[src/hdl/bqd_pkg.sv]
package bqd_pkg;

	localparam int SAMPLE_WIDTH = 16;
	localparam int COEF_WIDTH = 18;
	localparam int COEF_FRAC = COEF_WIDTH - 4;

	localparam int OP_WIDTH = (SAMPLE_WIDTH > COEF_WIDTH) ? SAMPLE_WIDTH : COEF_WIDTH;
	localparam int CNT_WIDTH = $clog2(OP_WIDTH);
	// rounded product: full product shifted right by the fraction bits
	localparam int RND_WIDTH = 2 * OP_WIDTH + 1 - COEF_FRAC;
	// five rounded terms
	localparam int ACC_WIDTH = RND_WIDTH + 3;

	localparam int CFG_IDX_WIDTH = 3;

	typedef logic signed [SAMPLE_WIDTH-1:0] sample_t;
	typedef logic signed [COEF_WIDTH-1:0] coef_t;
	typedef logic signed [OP_WIDTH-1:0] op_t;
	typedef logic signed [RND_WIDTH-1:0] rnd_t;
	typedef logic signed [ACC_WIDTH-1:0] acc_t;
	typedef logic [CFG_IDX_WIDTH-1:0] cfg_idx_t;

	localparam cfg_idx_t REG_GAIN_A0 = CFG_IDX_WIDTH'(0);
	localparam cfg_idx_t REG_FF_RATIO_ONE = CFG_IDX_WIDTH'(1);
	localparam cfg_idx_t REG_FF_RATIO_TWO = CFG_IDX_WIDTH'(2);
	localparam cfg_idx_t REG_FB_COEF_ONE = CFG_IDX_WIDTH'(3);
	localparam cfg_idx_t REG_FB_COEF_TWO = CFG_IDX_WIDTH'(4);

	localparam coef_t COEF_ONE = coef_t'(longint'(1) <<< COEF_FRAC);
	localparam logic signed [OP_WIDTH:0] ROUND_BIAS = (OP_WIDTH + 1)'(longint'(1) <<< (COEF_FRAC - 1));

	localparam rnd_t COEF_HI = rnd_t'((longint'(1) <<< (COEF_WIDTH - 1)) - 1);
	localparam rnd_t COEF_LO = rnd_t'(-(longint'(1) <<< (COEF_WIDTH - 1)));
	localparam acc_t SAMPLE_HI = acc_t'((longint'(1) <<< (SAMPLE_WIDTH - 1)) - 1);
	localparam acc_t SAMPLE_LO = acc_t'(-(longint'(1) <<< (SAMPLE_WIDTH - 1)));

	typedef struct packed {
		coef_t gain_a0;
		coef_t ff_ratio_one;
		coef_t ff_ratio_two;
		coef_t fb_coef_one;
		coef_t fb_coef_two;
	} coef_set_t;

	typedef struct packed {
		logic start;
		op_t  mcand;
		op_t  mplier;
	} mult_req_t;

	typedef struct packed {
		logic busy;
		logic done;
		rnd_t prod;
	} mult_stat_t;

	function automatic coef_t sat_coef(rnd_t v);
		coef_t r;
		if (v > COEF_HI) begin
			r = {1'b0, {(COEF_WIDTH-1){1'b1}}};
		end else if (v < COEF_LO) begin
			r = {1'b1, {(COEF_WIDTH-1){1'b0}}};
		end else begin
			r = v[COEF_WIDTH-1:0];
		end
		return r;
	endfunction

	function automatic sample_t sat_sample(acc_t v);
		sample_t r;
		if (v > SAMPLE_HI) begin
			r = {1'b0, {(SAMPLE_WIDTH-1){1'b1}}};
		end else if (v < SAMPLE_LO) begin
			r = {1'b1, {(SAMPLE_WIDTH-1){1'b0}}};
		end else begin
			r = v[SAMPLE_WIDTH-1:0];
		end
		return r;
	endfunction

endpackage

[src/hdl/bqd_coef_regs.sv]
module bqd_coef_regs (
	input  logic                clk,
	input  logic                arst_n,
	input  logic                cfg_we,
	input  bqd_pkg::cfg_idx_t   cfg_index,
	input  bqd_pkg::coef_t      cfg_data,
	output bqd_pkg::coef_set_t  coefs
);
	import bqd_pkg::*;

	coef_set_t coefs_q;

	always_ff @(posedge clk or negedge arst_n) begin
		if (!arst_n) begin
			coefs_q.gain_a0 <= COEF_ONE;
			coefs_q.ff_ratio_one <= '0;
			coefs_q.ff_ratio_two <= '0;
			coefs_q.fb_coef_one <= '0;
			coefs_q.fb_coef_two <= '0;
		end else if (cfg_we) begin
			unique case (cfg_index)
				REG_GAIN_A0: coefs_q.gain_a0 <= cfg_data;
				REG_FF_RATIO_ONE: coefs_q.ff_ratio_one <= cfg_data;
				REG_FF_RATIO_TWO: coefs_q.ff_ratio_two <= cfg_data;
				REG_FB_COEF_ONE: coefs_q.fb_coef_one <= cfg_data;
				REG_FB_COEF_TWO: coefs_q.fb_coef_two <= cfg_data;
				default: ;
			endcase
		end
	end

	assign coefs = coefs_q;

endmodule

[src/hdl/bqd_serial_mult.sv]
module bqd_serial_mult (
	input  logic                 clk,
	input  logic                 arst_n,
	input  bqd_pkg::mult_req_t   req,
	output bqd_pkg::mult_stat_t  stat
);
	import bqd_pkg::*;

	logic                    run_q;
	logic                    done_q;
	logic [CNT_WIDTH-1:0]    cnt_q;
	op_t                     mcand_q;
	logic [OP_WIDTH-1:0]     mplier_q;
	logic signed [OP_WIDTH:0] hi_q;
	logic [OP_WIDTH-1:0]     lo_q;
	logic signed [OP_WIDTH:0] addend;
	logic signed [OP_WIDTH:0] sum;
	logic                    last;

	assign last = (cnt_q == CNT_WIDTH'(OP_WIDTH - 1));

	// multiplier sign bit carries negative weight
	always_comb begin
		addend = '0;
		if (mplier_q[0]) begin
			if (last) begin
				addend = -{mcand_q[OP_WIDTH-1], mcand_q};
			end else begin
				addend = {mcand_q[OP_WIDTH-1], mcand_q};
			end
		end
		sum = hi_q + addend;
	end

	always_ff @(posedge clk or negedge arst_n) begin
		if (!arst_n) begin
			run_q <= 1'b0;
			done_q <= 1'b0;
			cnt_q <= '0;
		end else if (req.start) begin
			run_q <= 1'b1;
			done_q <= 1'b0;
			cnt_q <= '0;
		end else if (run_q) begin
			cnt_q <= cnt_q + CNT_WIDTH'(1);
			if (last) begin
				run_q <= 1'b0;
				done_q <= 1'b1;
			end
		end else begin
			done_q <= 1'b0;
		end
	end

	// rounding bias preloaded into the upper half
	always_ff @(posedge clk) begin
		if (req.start) begin
			hi_q <= ROUND_BIAS;
			mcand_q <= req.mcand;
			mplier_q <= req.mplier;
		end else if (run_q) begin
			hi_q <= sum >>> 1;
			lo_q <= {sum[0], lo_q[OP_WIDTH-1:1]};
			mplier_q <= {1'b0, mplier_q[OP_WIDTH-1:1]};
		end
	end

	assign stat.busy = run_q;
	assign stat.done = done_q;
	assign stat.prod = {hi_q, lo_q[OP_WIDTH-1:COEF_FRAC]};

endmodule

[src/hdl/biquad_iir_filter.sv]
// Second-order IIR filter, direct form I, signed Q1.15 samples, signed Q4.14
// coefficients. One shared bit-serial multiplier, one multiplier bit per cycle,
// forms seven rounded products per sample (the two derived feedforward taps,
// then the five filter taps), one after another. in_stall stays high until the
// result is loaded into the output register; a finished result waits there
// while the next sample is accepted. Configuration must be written only while
// idle; the block itself does not enforce this.
module biquad_iir_filter (
	input  logic                   clk,
	input  logic                   arst_n,
	input  logic                   in_valid,
	output logic                   in_stall,
	input  bqd_pkg::sample_t       in_sample,
	output logic                   out_valid,
	input  logic                   out_stall,
	output bqd_pkg::sample_t       out_sample,
	input  logic                   cfg_we,
	input  bqd_pkg::cfg_idx_t      cfg_index,
	input  bqd_pkg::coef_t         cfg_data
);
	import bqd_pkg::*;

	typedef enum logic [1:0] {
		S_IDLE,
		S_ISSUE,
		S_WAIT,
		S_FINISH
	} state_t;

	typedef enum logic [2:0] {
		STEP_A1,
		STEP_A2,
		STEP_X0,
		STEP_X1,
		STEP_X2,
		STEP_Y1,
		STEP_Y2
	} step_t;

	state_t     state_q;
	step_t      step_q;
	coef_set_t  coefs;
	mult_req_t  mreq;
	mult_stat_t mstat;
	sample_t    x_q;
	sample_t    prev_in_one_q;
	sample_t    prev_in_two_q;
	sample_t    prev_out_one_q;
	sample_t    prev_out_two_q;
	coef_t      a1_q;
	coef_t      a2_q;
	acc_t       acc_q;
	logic       out_valid_q;
	sample_t    out_sample_q;
	sample_t    y;

	bqd_coef_regs u_regs (
		.clk       (clk),
		.arst_n    (arst_n),
		.cfg_we    (cfg_we),
		.cfg_index (cfg_index),
		.cfg_data  (cfg_data),
		.coefs     (coefs)
	);

	bqd_serial_mult u_mult (
		.clk    (clk),
		.arst_n (arst_n),
		.req    (mreq),
		.stat   (mstat)
	);

	always_comb begin
		mreq.start = (state_q == S_ISSUE);
		unique case (step_q)
			STEP_A1: begin
				mreq.mcand = op_t'(coefs.ff_ratio_one);
				mreq.mplier = op_t'(coefs.gain_a0);
			end
			STEP_A2: begin
				mreq.mcand = op_t'(coefs.ff_ratio_two);
				mreq.mplier = op_t'(coefs.gain_a0);
			end
			STEP_X0: begin
				mreq.mcand = op_t'(x_q);
				mreq.mplier = op_t'(coefs.gain_a0);
			end
			STEP_X1: begin
				mreq.mcand = op_t'(prev_in_one_q);
				mreq.mplier = op_t'(a1_q);
			end
			STEP_X2: begin
				mreq.mcand = op_t'(prev_in_two_q);
				mreq.mplier = op_t'(a2_q);
			end
			STEP_Y1: begin
				mreq.mcand = op_t'(prev_out_one_q);
				mreq.mplier = op_t'(coefs.fb_coef_one);
			end
			STEP_Y2: begin
				mreq.mcand = op_t'(prev_out_two_q);
				mreq.mplier = op_t'(coefs.fb_coef_two);
			end
			default: begin
				mreq.mcand = '0;
				mreq.mplier = '0;
			end
		endcase
	end

	assign y = sat_sample(acc_q);

	always_ff @(posedge clk or negedge arst_n) begin
		if (!arst_n) begin
			state_q <= S_IDLE;
			step_q <= STEP_A1;
			x_q <= '0;
			prev_in_one_q <= '0;
			prev_in_two_q <= '0;
			prev_out_one_q <= '0;
			prev_out_two_q <= '0;
			a1_q <= '0;
			a2_q <= '0;
			acc_q <= '0;
			out_valid_q <= 1'b0;
			out_sample_q <= '0;
		end else begin
			if (out_valid_q && !out_stall && state_q != S_FINISH) begin
				out_valid_q <= 1'b0;
			end
			unique case (state_q)
				S_IDLE: begin
					if (in_valid) begin
						x_q <= in_sample;
						acc_q <= '0;
						step_q <= STEP_A1;
						state_q <= S_ISSUE;
					end
				end
				S_ISSUE: begin
					state_q <= S_WAIT;
				end
				S_WAIT: begin
					if (mstat.done) begin
						unique case (step_q)
							STEP_A1: a1_q <= sat_coef(mstat.prod);
							STEP_A2: a2_q <= sat_coef(mstat.prod);
							STEP_X0, STEP_X1, STEP_X2: acc_q <= acc_q + acc_t'(mstat.prod);
							STEP_Y1, STEP_Y2: acc_q <= acc_q - acc_t'(mstat.prod);
							default: ;
						endcase
						if (step_q == STEP_Y2) begin
							state_q <= S_FINISH;
						end else begin
							step_q <= step_t'(step_q + 3'd1);
							state_q <= S_ISSUE;
						end
					end
				end
				S_FINISH: begin
					if (!(out_valid_q && out_stall)) begin
						out_valid_q <= 1'b1;
						out_sample_q <= y;
						prev_in_two_q <= prev_in_one_q;
						prev_in_one_q <= x_q;
						prev_out_two_q <= prev_out_one_q;
						prev_out_one_q <= y;
						state_q <= S_IDLE;
					end
				end
				default: state_q <= S_IDLE;
			endcase
		end
	end

	assign in_stall = (state_q != S_IDLE);
	assign out_valid = out_valid_q;
	assign out_sample = out_sample_q;

`ifndef SYNTHESIS
	a_done_in_wait: assert property (@(posedge clk) disable iff (!arst_n)
		mstat.done |-> state_q == S_WAIT)
		else $error("multiplier done outside wait state");

	a_start_idle_mult: assert property (@(posedge clk) disable iff (!arst_n)
		mreq.start |-> !mstat.busy)
		else $error("multiplier started while busy");

	a_accept_issues: assert property (@(posedge clk) disable iff (!arst_n)
		(in_valid && !in_stall) |=> (state_q == S_ISSUE && step_q == STEP_A1))
		else $error("accepted beat did not start the product sequence");

	a_finish_commits: assert property (@(posedge clk) disable iff (!arst_n)
		(state_q == S_FINISH && !(out_valid_q && out_stall))
		|=> (out_valid_q && state_q == S_IDLE && out_sample_q == prev_out_one_q))
		else $error("result beat not committed with history");
`endif

endmodule

[config.mk]
export PLATFORM = sky130hd
export DESIGN_NAME = biquad_iir_filter
export DESIGN_NICKNAME = d
export VERILOG_FILES = /design/src/hdl/bqd_pkg.sv /design/src/hdl/bqd_coef_regs.sv /design/src/hdl/bqd_serial_mult.sv /design/src/hdl/biquad_iir_filter.sv
export SDC_FILE = /design/constraint.sdc
export NUM_CORES = 1
export LEC_CHECK = 0
export BUFFER_PORTS_ARGS = -buffer_cell sky130_fd_sc_hd__buf_2
export CAP_MARGIN = 10
export CORE_ASPECT_RATIO = 1.4
export CORE_UTILIZATION = 60
export DETAILED_ROUTE_END_ITERATION = 10
export GPL_ROUTABILITY_DRIVEN = 0
export PLACE_DENSITY_LB_ADDON = 0.1
export SYNTH_ARGS = -nofsm -noshare
export SYNTH_HDL_FRONTEND = slang
export SYNTH_HIERARCHICAL = 1
export SYNTH_SLANG_ARGS = --single-unit
[constraint.sdc]
create_clock -name clk -period 4.05 [get_ports clk]
set_input_delay 0.81 -clock clk [delete_from_list [all_inputs] [get_ports clk]]
set_output_delay 0.81 -clock clk [all_outputs]
set_load 0.1 [all_outputs]
* Word level (Yosys, flattened, before mapping)
Cells that the tools add are included.
** Cells by class
- Add/subtract/negate cells :: 6
- Order comparisons :: 4
- Equal/unequal tests :: 21
- Mux-type cells :: 33
- Bitwise gates (word level) :: 2
- Reduce and logical (&&, ||, !) cells :: 25
** Operators by type and width (number)
- one-hot mux 36 bit (7 select lines) :: 1
- one-hot mux 26 bit (2 select lines) :: 2
- 2-to-1 mux 18 bit :: 4
- 2-to-1 mux 26 bit :: 2
- 2-to-1 mux 19 bit :: 2
- 2-to-1 mux 16 bit :: 2
- adder 26 x 22 -> 26 bit :: 1
- > comparator 26 x 16 -> 1 bit (second input constant) :: 1
- < comparator 26 x 16 -> 1 bit (second input constant) :: 1
- subtractor 26 x 22 -> 26 bit :: 1
- > comparator 22 x 18 -> 1 bit (second input constant) :: 1
- < comparator 22 x 18 -> 1 bit (second input constant) :: 1
- adder 18 x 19 -> 19 bit :: 1
- negation 19 bit :: 1
- AND reduction 2 bit :: 8
- == test 3 x 2 -> 1 bit (second input constant) :: 4
- == test 3 bit (second input constant) :: 4
- 2-to-1 mux 5 bit :: 2
- 2-to-1 mux 1 bit :: 9
- 2-to-1 mux 3 bit :: 3
- AND reduction 3 bit :: 3
- 2-to-1 mux 2 bit :: 4
- inequality test 2 bit (second input constant) :: 4
- one-hot mux 2 bit (4 select lines) :: 1
- other kinds (19) :: 28
** Word-level totals
- Flip-flop bits (word level) :: 317
- Input port bits :: 42
- Output and inout port bits :: 18
- Word-level logic and storage cells :: 114

* Logic depth before layout (Yosys ltp)
- Depth after elaboration :: 6
- Gate-level depth with buffers :: 17
- Gate-level depth less buffers :: 15

* By module
Netlist, hierarchy kept.
** By module, submodules not included
- biquad_iir_filter :: times used 1, cells each 1058, area an instance 8937.3 um^2, sequential area each 3703.6 um^2
- bqd_serial_mult :: times used 1, cells each 347, area an instance 3756.1 um^2, sequential area each 1736.7 um^2
- bqd_coef_regs :: times used 1, cells each 193, area an instance 3404.5 um^2, sequential area each 2253.4 um^2

* Worst setup path before layout
OpenSTA, ideal clock, no wires.
- Path type :: register to register
- Start point :: reg step_q[0]
- End point :: reg acc_q[22]
- Setup time :: 0.126 ns
- Arrival time :: 3.417 ns
- Data required time :: 3.924 ns
- Setup slack :: 0.507 ns
- Cell stages (with the launch flop) :: 17
- Path buffers :: 2
- Clock period less this slack :: 3.543 ns
- Path through :: dfrtp_1 inv_1 ha_1 clkbuf_1 nor2_1 nor2_1 clkbuf_1 nor2_1 xnor2_1 ha_1 nor2b_1 o211ai_1 a21oi_1 nor3b_2 a31oi_1 a211o_1 a221o_1
** On the way
- Word-level cells in the longest chain between the ends :: 5
- Elaborated cells between the ends (all ways) :: 12
- Those cells by class :: eq/ne (6); mux (3); reduce/logical (3)
** RTL lines
- from (decl) :: line biquad_iir_filter.sv:41 : step_t step_q;
- from (signal assigned) :: line biquad_iir_filter.sv:155 : step_q <= step_t'(step_q + 3'd1);
- == test 3 x 2 -> 1 bit or == test 3 bit (tied branches) :: line biquad_iir_filter.sv:145 : unique case (step_q)
- OR reduction 3 bit or OR reduction 2 bit (tied branches) :: line biquad_iir_filter.sv:145
- one-hot mux 26 bit (2 select lines) :: line biquad_iir_filter.sv:145
- 2-to-1 mux 26 bit :: line biquad_iir_filter.sv:144 : if (mstat.done) begin
- one-hot mux 26 bit (2 select lines) :: line biquad_iir_filter.sv:131 : unique case (state_q)
- to (signal assigned) :: line biquad_iir_filter.sv:148 : STEP_X0, STEP_X1, STEP_X2: acc_q <= acc_q + acc_t'(mstat.prod);
- to (signal assigned) :: line biquad_iir_filter.sv:149 : STEP_Y1, STEP_Y2: acc_q <= acc_q - acc_t'(mstat.prod);
- to (decl) :: line biquad_iir_filter.sv:52 : acc_t acc_q;
Parallel ways exist; a longest one is shown, timed or not. The select of a mux whose other input is x is not followed.
A chain may end at the register's enable or synchronous reset.

* Worst setup path after layout
- Start point :: reg u_mult.mcand_q[4]
- End point :: reg, netlist name u_mult/hi_q[17]
** On the way
- Word-level cells in the longest chain between the ends :: 4
** RTL lines
- from (decl) :: line bqd_serial_mult.sv:12 : op_t mcand_q;
- from (signal assigned) :: line bqd_serial_mult.sv:59 : mcand_q <= req.mcand;
- negation 19 bit :: line bqd_serial_mult.sv:27 : addend = -{mcand_q[OP_WIDTH-1], mcand_q};
- 2-to-1 mux 19 bit (*) :: line bqd_serial_mult.sv:26 : if (last) begin
- 2-to-1 mux 19 bit (*) :: line bqd_serial_mult.sv:25 : if (mplier_q[0]) begin
- adder 18 x 19 -> 19 bit (*) :: line bqd_serial_mult.sv:32 : sum = hi_q + addend;
Every way passes the cells marked *; elsewhere a longest branch is shown, timed or not.

==> qor.yml <==
status: "finished, final reports clean"
slew_viol_final: 0
syn_to_final_growth_pct: 11.21
worstMarginPinSlew_ns: 1.023
arrival_ns: 4.34
clk_latency_ns: 0.57
cp-end-kind: "flop"
io_pins: 60
synth_nets: 1694
r2r_setup_slack_ns: 0.21
p_per_area_mw_per_mm2: 856.5
drive_above_1_share_pct: 18.27
die_h_um: 195.8
dieArea_mm2: 0.02749
cts-root-buf: "clkbuf_16"
clockBufferDepth: 3
dp.cells: 1932
cts_tree: "built"
cts-buffers-inserted: 30
dpl.hpwl_um: 30620
drtAntennaViolNets: 0
critical_path.max_fanout: 9
fin_tns_setup_ns: 0
post-route-period-util_pct: 94.80
drcViolationCount: 0
vias: 12750
path_clk_slew_ns: 0.07
layout_commonest_cell: "nand2_1"
nets: 1737
postSynthAreaPerCell_um2: 10.08
clock_skew_ns: 0.01948
slew_headroom_pct: 31.37
grt-ovfl-total: 0
htreeDepth: 1
core_area_mm2: 0.02628
antenna_found_initial: 0
viasPerCell: 6.414
dr.pass1.iters: 9
power_leakage_uw: 0.007990
critical_path_class: "flop to flop"
ff2ff_path_depth: 13
port-buffer-count: 59
whs_ns: 0.2467
start_util_pct: 61.24
rows: 70
setup_ws_ns: 0.2105
yosysWarnings: 6
max_freq_mhz: 260.4
final_core_util_pct: 68.10
hold_path_class: "input port to asynchronous set/reset pin"
die_x_um: 140.4
wl_per_cell_um: 22.13
track_usage_pct: 32.83
grt_pass1_wl_um: 69530
worstPathRequired_ns: 4.55
grt_pass1_vias: 12650
period_minus_slack_ns: 3.840
grt_max_degree: 94
cp-start-kind: "flop"
final_hold_viol_count: 0
syn_area_mm2: 0.01609
cts_setup_buffers: 0
clock-sinks: 303
setup_viol: 0
fin_cells: 1988
netlist_instances: 1597
diodes: 0
ir_drop_mv: 0.4805
drt-initial-drc-count: 1055
routed_wl_um: 44000
grt_setup_unrepaired: "no"
final_cell_mix: "nand2_1, dfrtp_1, mux2_2"
maxCapViolCount: 0
dpl_worst_slack_ns: 0.2163
[final cells by class]
class                           instances  area [um^2]
Fill cell                            2016         8381
Inverter                               32        120.1
Timing Repair Buffer                   97        628.1
Tap cell                              324        405.4
Clock buffer                           37        828.3
Multi-Input combinational cell       1176         7958
Clock inverter                         19        261.5
Sequential cell                       303         7694
[registers in the layout, indices dropped and copies added, names as in the netlist, 16 cells and up]
name             flops
u_regs/coefs        90
acc_q               26
a1_q                18
a2_q                18
u_mult/hi_q         18
u_mult/mcand_q      18
u_mult/mplier_q     18
out_sample          16
prev_in_one_q       16
prev_in_two_q       16
prev_out_two_q      16
x_q                 16
[what timing repair did]
item,CTS,global route
endpoints found under the setup margin,0,3
hold buffers,0,0
gates resized for setup,0,3
[power by group]
| group | internal (uW) | switching [uW] | total, uW |
|---|---|---|---|
| logic | 2590 | 4250 | 6840 |
| registers | 4330 | 1090 | 5420 |
| clock network | 1840 | 1230 | 3070 |
[layer usage]
layer	global-route usage (%)	vias up	wire (um)
li1	-	5853	-
met1	41.45	6324	17460
met2	56.28	468	21850
met3	3.783	107	2618
met4	15.83	0	2069
met5	0	-	0
[worst max-delay path, stage by stage (launching register included)]
cell and delay, ns:
edfxtp_1 0.45, nor4_2 0.45, nor4b_2 0.48, nand2_1 0.15
o31ai_1 0.31, xnor2_1 0.10, and2_1 0.18, ha_1 0.42
nand3_1 0.18, nor4_1 0.25, o21ai_0 0.18, a211o_1 0.34
a21o_1 0.17, a21oi_2 0.13
[worst paths after layout]
kind                                                      to                    startpoint
min in group clk                prev_in_two_q[8]$_DFFE_PN0P_  prev_in_two_q[8]$_DFFE_PN0P_
worst max-delay path            u_mult/hi_q[17]$_SDFFE_PP0P_   u_mult/mcand_q[4]$_DFFE_PP_
max in group asynchronous       u_regs/coefs[86]$_DFFE_PN1P_                        arst_n
worst max register to register  u_mult/hi_q[17]$_SDFFE_PP0P_   u_mult/mcand_q[4]$_DFFE_PP_
worst min register to register  prev_in_two_q[8]$_DFFE_PN0P_  prev_in_two_q[8]$_DFFE_PN0P_
worst min-delay path                   acc_q[13]$_DFFE_PN0P_                        arst_n
[metrics by stage]
| stage | total power (uW) | cell area, um^2 |
|---|---|---|
| finish | 15330 | 17890 |
| global route | 16210 | 17890 |
| CTS | 15240 | 17880 |
| detailed placement | 12130 | 16790 |
| global placement | 11950 | 16790 |
| floorplan | 10080 | 16090 |
No activity file was read; power rests on OpenSTA's default activity.
